### config.mk
export PLATFORM = sky130hd
export DESIGN_NAME = lru_instance_activity_table
export DESIGN_NICKNAME = d
export VERILOG_FILES = /design/src/rtl/core/liat_pkg.sv /design/src/rtl/core/liat_ctrl.sv /design/src/rtl/core/liat_dp.sv /design/src/rtl/core/lru_instance_activity_table.sv
export VERILOG_INCLUDE_DIRS = /design/src /design/src/rtl/core
export SDC_FILE = /design/constraint.sdc
export NUM_CORES = 2
export LEC_CHECK = 0
export BUFFER_PORTS_ARGS = -buffer_cell sky130_fd_sc_hd__buf_2
export CORE_MARGIN = 3
export CORE_UTILIZATION = 45
export CTS_BUF_LIST = sky130_fd_sc_hd__clkbuf_8
export DETAILED_ROUTE_END_ITERATION = 8
export PLACE_DENSITY = 0.57
export SETUP_SLACK_MARGIN = 0.05
export SYNTH_ARGS = -nofsm -noshare
export SYNTH_HDL_FRONTEND = slang
export SYNTH_SLANG_ARGS = --single-unit
### constraint.sdc
create_clock -name clk_i -period 17.2 [get_ports clk_i]
set_input_delay 1.72 -clock clk_i [delete_from_list [all_inputs] [get_ports clk_i]]
set_output_delay 1.72 -clock clk_i [all_outputs]
set_load 0.02 [all_outputs]
### src/rtl/core/lru_instance_activity_table_defines.svh
// Assertion helpers for the activity table.
// Each macro expects clk_i and rst_ni in the scope where it is used.
`ifndef LRU_INSTANCE_ACTIVITY_TABLE_DEFINES_SVH
`define LRU_INSTANCE_ACTIVITY_TABLE_DEFINES_SVH

// Same-cycle implication, disabled during reset.
`define LIAT_ASSERT_IMPL(label, ante, cons) \
  label: assert property (@(posedge clk_i) disable iff (!rst_ni) (ante) |-> (cons)) \
    else $error("activity table check failed");

// Next-cycle implication, disabled during reset.
`define LIAT_ASSERT_NEXT(label, ante, cons) \
  label: assert property (@(posedge clk_i) disable iff (!rst_ni) (ante) |=> (cons)) \
    else $error("activity table check failed");

`endif

### src/rtl/core/liat_pkg.sv
package liat_pkg;

  // Field widths of a transaction
  localparam int unsigned GroupW    = 17;
  localparam int unsigned SourceW   = 8;
  localparam int unsigned InstW     = 16;
  localparam int unsigned KeyInstW  = 15;
  localparam int unsigned TimeW     = 63;
  localparam int unsigned CountW    = 32;
  localparam int unsigned OutcomeW  = 3;
  localparam int unsigned SlotOutW  = 4;

  // Command codes
  localparam logic CMD_NOTE  = 1'b0;
  localparam logic CMD_CLEAR = 1'b1;

  // Outcome codes
  localparam logic [OutcomeW-1:0] OUT_IGNORED = 3'd0;
  localparam logic [OutcomeW-1:0] OUT_HIT     = 3'd1;
  localparam logic [OutcomeW-1:0] OUT_NEW     = 3'd2;
  localparam logic [OutcomeW-1:0] OUT_EVICT   = 3'd3;
  localparam logic [OutcomeW-1:0] OUT_CLEARED = 3'd4;

  // One table entry as held in the memory
  typedef struct packed {
    logic [GroupW-1:0]   group;
    logic [SourceW-1:0]  source;
    logic [KeyInstW-1:0] inst;
    logic [CountW-1:0]   count;
    logic [TimeW-1:0]    last_seen;
  } entry_t;

  // Controller to datapath
  typedef struct packed {
    logic load;      // capture the input transaction, restart the scan
    logic scan;      // issue next read, evaluate previous read
    logic skip;      // finish a clear or ignored transaction
    logic write;     // update the picked entry, build the result
    logic out_load;  // move the result into the output register
  } ctrl_cmd_t;

  // Datapath to controller
  typedef struct packed {
    logic skip;       // clear command or negative instance
    logic scan_done;  // hit found or last entry evaluated
  } dp_status_t;

endpackage

### src/rtl/core/liat_ctrl.sv
module liat_ctrl (
  input  logic                 clk_i,
  input  logic                 rst_ni,
  input  logic                 in_valid_i,
  output logic                 in_ready_o,
  output logic                 out_valid_o,
  input  logic                 out_ready_i,
  input  liat_pkg::dp_status_t status_i,
  output liat_pkg::ctrl_cmd_t  cmd_o
);

  typedef enum logic [1:0] {
    ST_IDLE,
    ST_SCAN,
    ST_WRITE,
    ST_FINISH
  } state_e;

  state_e state_q;
  logic   out_valid_q;
  logic   out_free;

  assign out_free    = !out_valid_q || out_ready_i;
  assign in_ready_o  = (state_q == ST_IDLE);
  assign out_valid_o = out_valid_q;

  // Decode datapath commands from the state
  always_comb begin
    cmd_o          = '0;
    cmd_o.load     = (state_q == ST_IDLE) && in_valid_i;
    cmd_o.scan     = (state_q == ST_SCAN) && !status_i.skip;
    cmd_o.skip     = (state_q == ST_SCAN) && status_i.skip;
    cmd_o.write    = (state_q == ST_WRITE);
    cmd_o.out_load = (state_q == ST_FINISH) && out_free;
  end

  // Hold state and the output valid flag
  always_ff @(posedge clk_i or negedge rst_ni) begin
    if (!rst_ni) begin
      state_q     <= ST_IDLE;
      out_valid_q <= 1'b0;
    end else begin
      if (out_valid_q && out_ready_i) begin
        out_valid_q <= 1'b0;
      end
      unique case (state_q)
        ST_IDLE: begin
          if (in_valid_i) begin
            state_q <= ST_SCAN;
          end
        end
        ST_SCAN: begin
          if (status_i.skip) begin
            state_q <= ST_FINISH;
          end else if (status_i.scan_done) begin
            state_q <= ST_WRITE;
          end
        end
        ST_WRITE: begin
          state_q <= ST_FINISH;
        end
        ST_FINISH: begin
          if (out_free) begin
            out_valid_q <= 1'b1;
            state_q     <= ST_IDLE;
          end
        end
        default: begin
          state_q <= ST_IDLE;
        end
      endcase
    end
  end

endmodule

### src/rtl/core/liat_dp.sv
module liat_dp #(
  parameter int unsigned TableSlots = 16
) (
  input  logic                                  clk_i,
  input  logic                                  rst_ni,
  input  logic                                  command_i,
  input  logic [liat_pkg::GroupW-1:0]           group_number_i,
  input  logic [liat_pkg::SourceW-1:0]          source_addr_i,
  input  logic signed [liat_pkg::InstW-1:0]     instance_num_i,
  input  logic [liat_pkg::TimeW-1:0]            now_time_i,
  input  liat_pkg::ctrl_cmd_t                   cmd_i,
  output liat_pkg::dp_status_t                  status_o,
  output logic [liat_pkg::OutcomeW-1:0]         outcome_o,
  output logic [liat_pkg::SlotOutW-1:0]         slot_index_o,
  output logic [liat_pkg::CountW-1:0]           hit_count_o
);

  localparam int unsigned IdxW = (TableSlots > 1) ? $clog2(TableSlots) : 1;
  localparam int unsigned CntW = $clog2(TableSlots + 1);

  // Captured transaction
  logic                            clear_q;
  logic [liat_pkg::GroupW-1:0]     grp_q;
  logic [liat_pkg::SourceW-1:0]    src_q;
  logic [liat_pkg::InstW-1:0]      inst_q;
  logic [liat_pkg::TimeW-1:0]      now_q;

  // Table storage
  liat_pkg::entry_t                mem [TableSlots];
  logic [TableSlots-1:0]           valid_q;

  // Scan read stage
  logic [CntW-1:0]                 addr_q;
  logic                            issue;
  liat_pkg::entry_t                rd_q;
  logic                            rd_vld_q;
  logic                            rd_live_q;
  logic [IdxW-1:0]                 rd_idx_q;

  // Scan trackers
  logic                            hit_q;
  logic [IdxW-1:0]                 hit_idx_q;
  logic [liat_pkg::CountW-1:0]     hit_cnt_q;
  logic                            empty_q;
  logic [IdxW-1:0]                 empty_idx_q;
  logic                            old_q;
  logic [IdxW-1:0]                 old_idx_q;
  logic [liat_pkg::TimeW-1:0]      old_time_q;

  // Result held until the output register frees up
  logic [liat_pkg::OutcomeW-1:0]   res_outcome_q;
  logic [liat_pkg::SlotOutW-1:0]   res_slot_q;
  logic [liat_pkg::CountW-1:0]     res_count_q;
  logic [liat_pkg::OutcomeW-1:0]   out_outcome_q;
  logic [liat_pkg::SlotOutW-1:0]   out_slot_q;
  logic [liat_pkg::CountW-1:0]     out_count_q;

  logic                            key_match;
  logic                            eval_hit;
  logic                            eval_last;
  logic [IdxW-1:0]                 pick;
  logic [IdxW+liat_pkg::SlotOutW-1:0] pick_ext;
  logic [liat_pkg::CountW-1:0]     new_count;
  logic [liat_pkg::OutcomeW-1:0]   pick_outcome;

  // Evaluate the entry read in the previous cycle
  assign key_match = (rd_q.group == grp_q) && (rd_q.source == src_q) &&
                     (rd_q.inst == inst_q[liat_pkg::KeyInstW-1:0]);
  assign eval_hit  = rd_live_q && rd_vld_q && key_match;
  assign eval_last = rd_live_q && (rd_idx_q == IdxW'(TableSlots - 1));
  assign issue     = cmd_i.scan && (addr_q < CntW'(TableSlots));

  assign status_o.skip      = (clear_q == liat_pkg::CMD_CLEAR) || inst_q[liat_pkg::InstW-1];
  assign status_o.scan_done = eval_hit || eval_last;

  // Pick hit, then first empty, then oldest
  always_comb begin
    priority if (hit_q) begin
      pick         = hit_idx_q;
      pick_outcome = liat_pkg::OUT_HIT;
    end else if (empty_q) begin
      pick         = empty_idx_q;
      pick_outcome = liat_pkg::OUT_NEW;
    end else begin
      pick         = old_idx_q;
      pick_outcome = liat_pkg::OUT_EVICT;
    end
  end

  assign new_count = hit_q ? (hit_cnt_q + liat_pkg::CountW'(1)) : liat_pkg::CountW'(1);
  assign pick_ext  = {{liat_pkg::SlotOutW{1'b0}}, pick};

  // Capture the transaction
  always_ff @(posedge clk_i) begin
    if (cmd_i.load) begin
      clear_q <= command_i;
      grp_q   <= group_number_i;
      src_q   <= source_addr_i;
      inst_q  <= $unsigned(instance_num_i);
      now_q   <= now_time_i;
    end
  end

  // Read and write the entry memory
  always_ff @(posedge clk_i) begin
    if (issue) begin
      rd_q     <= mem[addr_q[IdxW-1:0]];
      rd_vld_q <= valid_q[addr_q[IdxW-1:0]];
      rd_idx_q <= addr_q[IdxW-1:0];
    end
    if (cmd_i.write) begin
      mem[pick] <= '{group:     grp_q,
                     source:    src_q,
                     inst:      inst_q[liat_pkg::KeyInstW-1:0],
                     count:     new_count,
                     last_seen: now_q};
    end
  end

  // Valid bits: set on write, drop all on clear
  always_ff @(posedge clk_i or negedge rst_ni) begin
    if (!rst_ni) begin
      valid_q <= '0;
    end else if (cmd_i.skip && (clear_q == liat_pkg::CMD_CLEAR)) begin
      valid_q <= '0;
    end else if (cmd_i.write) begin
      valid_q[pick] <= 1'b1;
    end
  end

  // Advance the scan and track hit, empty and oldest entries
  always_ff @(posedge clk_i or negedge rst_ni) begin
    if (!rst_ni) begin
      addr_q    <= '0;
      rd_live_q <= 1'b0;
      hit_q     <= 1'b0;
      empty_q   <= 1'b0;
      old_q     <= 1'b0;
    end else if (cmd_i.load) begin
      addr_q    <= '0;
      rd_live_q <= 1'b0;
      hit_q     <= 1'b0;
      empty_q   <= 1'b0;
      old_q     <= 1'b0;
    end else begin
      rd_live_q <= issue;
      if (issue) begin
        addr_q <= addr_q + CntW'(1);
      end
      if (cmd_i.scan && rd_live_q) begin
        if (rd_vld_q) begin
          if (key_match) begin
            hit_q <= 1'b1;
          end else if (!old_q || (rd_q.last_seen < old_time_q)) begin
            old_q <= 1'b1;
          end
        end else if (!empty_q) begin
          empty_q <= 1'b1;
        end
      end
    end
  end

  // Tracker payload
  always_ff @(posedge clk_i) begin
    if (cmd_i.scan && rd_live_q) begin
      if (rd_vld_q) begin
        if (key_match) begin
          hit_idx_q <= rd_idx_q;
          hit_cnt_q <= rd_q.count;
        end else if (!old_q || (rd_q.last_seen < old_time_q)) begin
          old_idx_q  <= rd_idx_q;
          old_time_q <= rd_q.last_seen;
        end
      end else if (!empty_q) begin
        empty_idx_q <= rd_idx_q;
      end
    end
  end

  // Build the result
  always_ff @(posedge clk_i) begin
    if (cmd_i.skip) begin
      res_outcome_q <= (clear_q == liat_pkg::CMD_CLEAR) ? liat_pkg::OUT_CLEARED
                                                        : liat_pkg::OUT_IGNORED;
      res_slot_q    <= '0;
      res_count_q   <= '0;
    end else if (cmd_i.write) begin
      res_outcome_q <= pick_outcome;
      res_slot_q    <= pick_ext[liat_pkg::SlotOutW-1:0];
      res_count_q   <= new_count;
    end
  end

  // Output register
  always_ff @(posedge clk_i) begin
    if (cmd_i.out_load) begin
      out_outcome_q <= res_outcome_q;
      out_slot_q    <= res_slot_q;
      out_count_q   <= res_count_q;
    end
  end

  assign outcome_o    = out_outcome_q;
  assign slot_index_o = out_slot_q;
  assign hit_count_o  = out_count_q;

endmodule

### src/rtl/core/lru_instance_activity_table.sv
// A note transaction is accepted in idle, scans the entries one per cycle until a hit or
// the last entry (1 to TABLE_SLOTS entries scanned), writes the picked entry and then
// waits for the output register to free. Clear and ignored transactions skip the scan and
// the write. One transaction at a time: the next is accepted once the result is registered
// and the controller is back in idle. The scan rate is set by the single read port of the entry memory.
// Reset (async, active low) clears all valid bits, so the table starts empty.
`include "lru_instance_activity_table_defines.svh"

module lru_instance_activity_table #(
  parameter int unsigned TABLE_SLOTS = 16
) (
  input  logic                                  clk_i,
  input  logic                                  rst_ni,
  input  logic                                  in_valid_i,
  output logic                                  in_ready_o,
  input  logic                                  command_i,
  input  logic [liat_pkg::GroupW-1:0]           group_number_i,
  input  logic [liat_pkg::SourceW-1:0]          source_addr_i,
  input  logic signed [liat_pkg::InstW-1:0]     instance_num_i,
  input  logic [liat_pkg::TimeW-1:0]            now_time_i,
  output logic                                  out_valid_o,
  input  logic                                  out_ready_i,
  output logic [liat_pkg::OutcomeW-1:0]         outcome_o,
  output logic [liat_pkg::SlotOutW-1:0]         slot_index_o,
  output logic [liat_pkg::CountW-1:0]           hit_count_o
);

  liat_pkg::ctrl_cmd_t  cmd;
  liat_pkg::dp_status_t status;
  logic                 res_skip;
  logic                 res_fresh;

  liat_ctrl u_ctrl (
    .clk_i       (clk_i),
    .rst_ni      (rst_ni),
    .in_valid_i  (in_valid_i),
    .in_ready_o  (in_ready_o),
    .out_valid_o (out_valid_o),
    .out_ready_i (out_ready_i),
    .status_i    (status),
    .cmd_o       (cmd)
  );

  liat_dp #(
    .TableSlots (TABLE_SLOTS)
  ) u_dp (
    .clk_i          (clk_i),
    .rst_ni         (rst_ni),
    .command_i      (command_i),
    .group_number_i (group_number_i),
    .source_addr_i  (source_addr_i),
    .instance_num_i (instance_num_i),
    .now_time_i     (now_time_i),
    .cmd_i          (cmd),
    .status_o       (status),
    .outcome_o      (outcome_o),
    .slot_index_o   (slot_index_o),
    .hit_count_o    (hit_count_o)
  );

  // Classify the result on the output
  assign res_skip  = out_valid_o && ((outcome_o == liat_pkg::OUT_CLEARED) ||
                                     (outcome_o == liat_pkg::OUT_IGNORED));
  assign res_fresh = out_valid_o && ((outcome_o == liat_pkg::OUT_NEW) ||
                                     (outcome_o == liat_pkg::OUT_EVICT));

  // Busy right after a transaction is taken
  `LIAT_ASSERT_NEXT(a_busy_after_accept, in_valid_i && in_ready_o, !in_ready_o)

  // Clear and ignored results carry no slot and no count
  `LIAT_ASSERT_IMPL(a_skip_result_zero, res_skip, (slot_index_o == '0) && (hit_count_o == '0))

  // A freshly keyed entry always reports a count of one
  `LIAT_ASSERT_IMPL(a_fresh_count_one, res_fresh, hit_count_o == liat_pkg::CountW'(1))

endmodule
# == Yosys cells after proc, flatten, opt, wreduce, memory -nomap -nowiden ==
# Memories as Yosys holds them, arrays and structs flattened. A register that Yosys moved wholly into a read port is not among the register bits.
# Cells that the tools add are included.
# totals
output_inout_bits,41
memories,1
regBits,323
mem_bits_rw,2160
input_bits,109
# memory_table
memory,depth,width,read_ports,rd_clocked_by_memory_dff,write_ports,line_no,text
u_dp.mem,16,135,1,1,1,liat_dp.sv:29,liat_pkg::entry_t mem [TableSlots];
# op_classes
add_sub_neg,2
n_lt_le_gt_ge,5
bitwise_logic,4
mux,39
n_eq_ne,12
reduce_logical,36
# ops
operator,n
$lt A63 B63 Y1,1
$add A32 B1 Y32 const B,1
$mux W16,2
$mux W32,1
$mux W1,21
$eq A17 B17 Y1,1
$or A16 B16 Y16,1
$eq A15 B15 Y1,1
$logic_and A1 B1 Y1,14
$reduce_bool A2 Y1,7
$reduce_and A3 Y1,4
$lt A4 B5 Y1 const B,2
$mux W2,5
$mux W5,2
$mux W3,3
$eq A8 B8 Y1,1
$mux W4,2
$pmux W2 S4,1
$reduce_and A4 Y1,2
$ne A2 B2 Y1 const B,3
$add A5 B1 Y5 const B,1
$lt A5 B5 Y1 const B,1
$bmux W1 S4,1
$demux W1 S4,1
other kinds (11),19

# == Depth between registers and ports, before layout ==
# logic_depth
ltp_word,9
mapped_depth,9
mapped_depth_nobuf,9

# == Cells and area by module ==
# From an unflattened synthesis, not the netlist that was laid out.
# unflattened
hier_cells,4038
area_unflattened_um2,98384.4
# modules_own_cells
module,cells_each,area_per_inst_um2,n_inst
liat_dp,4012,98130.4,1
liat_ctrl,26,254.0,1

# == Worst setup path before layout ==
# No wires, ideal clock.
# synth_path
kind,register to register
from,reg u_ctrl.state_q[1]
to,reg u_dp.addr_q[3]
setup_slack_ns,9.362
arrival_time_ns,7.547
t_required_ns,16.909
synth_period_minus_slack_ns,7.838
setup_ns,0.291
stages_incl_launch_ff,8
n_path_buf,0
path_cell_list,dfrtp_1 > inv_1 > ha_1 > nand2_1 > nor2_1 > nand4_1 > xor2_1 > nor2_1
# synth_via
elab_chain_len,4
word_cells_on_any_way,7
cone_classes,eq/ne: 1; mux: 1; reduce/logical: 5
# synth_lines
item,line_no,text
from (decl),liat_ctrl.sv:19,state_e state_q;
from (signal assigned),liat_ctrl.sv:40,state_q <= ST_IDLE;
from (signal assigned),liat_ctrl.sv:49,state_q <= ST_SCAN;
from (signal assigned),liat_ctrl.sv:54,state_q <= ST_FINISH;
$eq A2 B1 Y1,liat_ctrl.sv:31,cmd_o.scan = (state_q == ST_SCAN) && !status_i.skip;
$logic_and A1 B1 Y1,liat_ctrl.sv:31,
$logic_and A1 B1 Y1,liat_dp.sv:71,assign issue = cmd_i.scan && (addr_q < CntW'(TableSlots));
net u_dp.issue,liat_dp.sv:34,logic issue;
$reduce_bool A2 Y1 (no source line),n/a,
to (signal assigned),liat_dp.sv:148,addr_q <= addr_q + CntW'(1);
to (decl),liat_dp.sv:33,logic [CntW-1:0] addr_q;
# The timed path passes the listed nets, and every way through them passes these cells.
# A chain may end at the register's enable or synchronous reset.

# == Worst setup path after layout ==
# layout_path
from,reg u_dp.addr_q[0]
to,"reg, netlist name u_dp.rd_q[115]"
# layout_via
elab_chain_len,2
# layout_lines
item,line_no
$lt A5 B5 Y1,liat_dp.sv:71
$logic_and A1 B1 Y1,liat_dp.sv:71
# Several ways; a longest one is shown, not always the timed one.

==> metrics.txt <==
worst path cell trace=buf_4 -> buf_4 -> buf_4 -> mux4_2 -> mux4_2; GR Util All Layers=20.2%; Worst slew margin=8.56%; Max H-tree Level=5; Synth Cell Area=0.0981 mm²; post-synthesis adder-cell area fraction=0.867%; Finished Layout Cells=7,669; largest family of logic cells by synthesized area=multiplexers; Pwr Total=15.2 mW; IO Port Bufs=149; cell mode on critical path=buf_4; final setup fails=0; worst setup margin=12.15 ns; count of cell types in the netlist=52; Startpoint Class=register; # nets final=4,697; Layout Skew=0.0957 ns; design area=0.110 mm²; type of the tightest min-delay check=reg -> reg; iteration-0 DRC count of the detailed router=4,205; Die W=473 µm; WP data arrival=5.82 ns; Int Pwr=11.3 mW; Crit. End Element=register; most frequent cell after synthesis=edfxtp_1; Placed Cells=6,923; Layout fillers=17.1k; CTS tree=built; largest net degree at the start of global routing=136; Cell Area, Placed=0.102 mm²; proportion of synthesized area in mux cells=15.9%; fraction of final layout cells sized beyond drive strength 1=29.8%; initial core utilization=45.5%; Reg clk slew, reported paths=0.06 ns; multi-input combinational cell area=0.0190 mm²; Die Y=473 µm; post-synth top area cell=edfxtp_1; post-cts sizing count=0; fin crit share=29.3%; Tmin final=5.05 ns; Die Footprint=0.224 mm²; drt wl/cell=29.1 µm; clock buffer depth=4; Syn Nets=4,214; number of global-route vias before repair=46.1k; PwrDens=138 mW/mm²; clock sinks=2,618; Clock Latency Late Sink=1.09 ns; Final Hold Viols=0; Crit path buffers/inverters=3; unrepaired setup endpoints after global routing=false; initial antenna violation count=8; Core Util, Final=51.1%; Top FF cell, synth=edfxtp_1; top post-synthesis cells by count=2,554 x edfxtp_1, 680 x mux4_2, 101 x nor2_1; slowest CP cell=dfrtp_4; switch share=25.4%; Cells after Synth=4,037; TNS Setup=0 ns; antenna-violating nets left=0; final hold slack=0.405 ns; Max-Cap Viols=0; worst slew pin tran=1.37 ns; FP Rows=170; Synth Area in Compound Gates=0.601%; post-CTS setup buffers=0; sw power=3.85 mW; GPL Wtd Cong=0.714; final WL=223,000 µm; Synth Area in Simple Gates=1.21%; CTS root buf=clkbuf_8; post-synthesis sequential area ratio=79.6%; Vias per Instance=5.71; critical path class=reg -> reg; GR Overflow Total=0; status=completed; Area Growth Syn to Fin=12.2%; Synth Warn #=0; Gate power share=15.9%; Place WS=11.96 ns; DR pass1 iterations=6; Peak supply drop=0.109 mV; power share of the clock group=32.5%; DRC=0; register bit total from synthesis=2,618; number of CTS-inserted buffers=433; leakage power=34.9 nW; Slew Limit Fails=0; fmax=0.198 GHz; Required @ worst endpoint=17.97 ns; syn_area_per_cell=24.3 µm²; Post-synth ARST share=1.07%; # hold bufs at CTS=0; Seq pwr share=51.7%; post-synth top area share=78.2%; slowest stage delay, CP=1.05 ns; via count=43.8k; Max Fanout on Critical Path=46; largest cells by area after synthesis=edfxtp_1 78%, mux4_2 16%, ha_1 0.87%; top cell family by delay on the critical path=buffers and inverters; num ports=150; FF/Latch Area=0.0781 mm²; global-route wire length before repair=326,000 µm; xor and xnor area share after synthesis=0.652%; Post-synth EDFFs=2,554; CORE AREA=0.216 mm²; dpl hpwl=102,000 µm
[sequential cells by signal (all words and copies together), names as in the netlist, 4 cells and up]
name	cells
u_dp.addr_q	5
u_dp.empty_idx_q	4
u_dp.grp_q	17
u_dp.hit_cnt_q	32
u_dp.hit_count_o	32
u_dp.hit_idx_q	4
u_dp.inst_q	16
u_dp.mem	2160
u_dp.now_q	63
u_dp.old_idx_q	4
u_dp.old_time_q	63
u_dp.rd_idx_q	4
u_dp.rd_q	135
u_dp.res_count_q	32
u_dp.res_slot_q	4
u_dp.slot_index_o	4
u_dp.src_q	8
u_dp.valid_q	16
[cells by family after synthesis]
kind of cell    after synthesis
flops                      2618
mux                         704
simple gates                243
buf+inv                     238
compound gates               93
xor+xnor                     73
fa+ha+maj                    68
[cells in the final DEF (no fill, tap or decap), types with 3 or more instances in the layout]
master	count
and2_1	4
bufinv_16	11
nand3_1	19
buf_4	46
edfxtp_1	2554
ha_1	68
mux4_2	680
buf_2	149
nor2_1	83
clkinvlp_4	3
nand2_1	43
nor2_4	19
o21ai_0	17
o21ai_1	9
xor2_1	30
dfrtp_4	4
nor3_1	7
inv_6	3
clkinv_1	90
a21o_1	24
xnor2_1	43
mux2i_1	23
and3_1	8
a21oi_1	22
clkinv_2	36
nand2b_1	9
buf_12	22
clkbuf_8	451
dfrtp_1	24
o21a_1	8
nand4_1	28
inv_1	220
nor4_1	6
dfxtp_1	36
[power by group through the flow]
stage | registers, mW | clock network, mW | logic, mW
2_1_floorplan | 7.91 | 0 | 1.87
3_3_place_gp | 7.96 | 0 | 2.46
3_5_place_dp | 7.97 | 0 | 2.47
4_1_cts | 7.84 | 5.08 | 2.47
5_1_grt | 7.89 | 5.38 | 2.59
6_report | 7.84 | 4.93 | 2.41
[layout make-up]
type / instances / area share [%]
tap: 2838 / 3.22
sequential: 2618 / 71.0
clock inverter: 294 / 1.33
timing repair buffer: 217 / 1.39
antenna: 1 / 0.00227
clock buffer: 451 / 5.64
multi-input combinational: 1181 / 17.2
inverter: 69 / 0.235
[routing by layer]
metal  global-route usage, %  wire length, µm
met3                    3.63            13300
met1                    29.6            98500
met2                    31.5           107000
met5                       0                0
met4                    5.58             4700
[final timing paths]
path / endpoint / startpoint / depth (start not counted) / slack [ns]
min reg2reg: u_dp.hit_cnt_q[21]$_DFFE_PP_ / u_dp.rd_q[84]$_DFFE_PP_ / 0 / 0.41
min: u_dp.hit_cnt_q[21]$_DFFE_PP_ / u_dp.rd_q[84]$_DFFE_PP_ / 0 / 0.41
max: u_dp.rd_q[115]$_DFFE_PP_ / u_dp.addr_q[0]$_DFFE_PN0P_ / 5 / 12.15
min in group asynchronous: u_dp.hit_q$_DFFE_PN0P_ / rst_ni / 1 / 0.76
max in group asynchronous: u_dp.addr_q[2]$_DFFE_PN0P_ / rst_ni / 1 / 15.79
max reg2reg: u_dp.rd_q[115]$_DFFE_PP_ / u_dp.addr_q[0]$_DFFE_PN0P_ / 5 / 12.15
(Power assumes the default switching activity.)
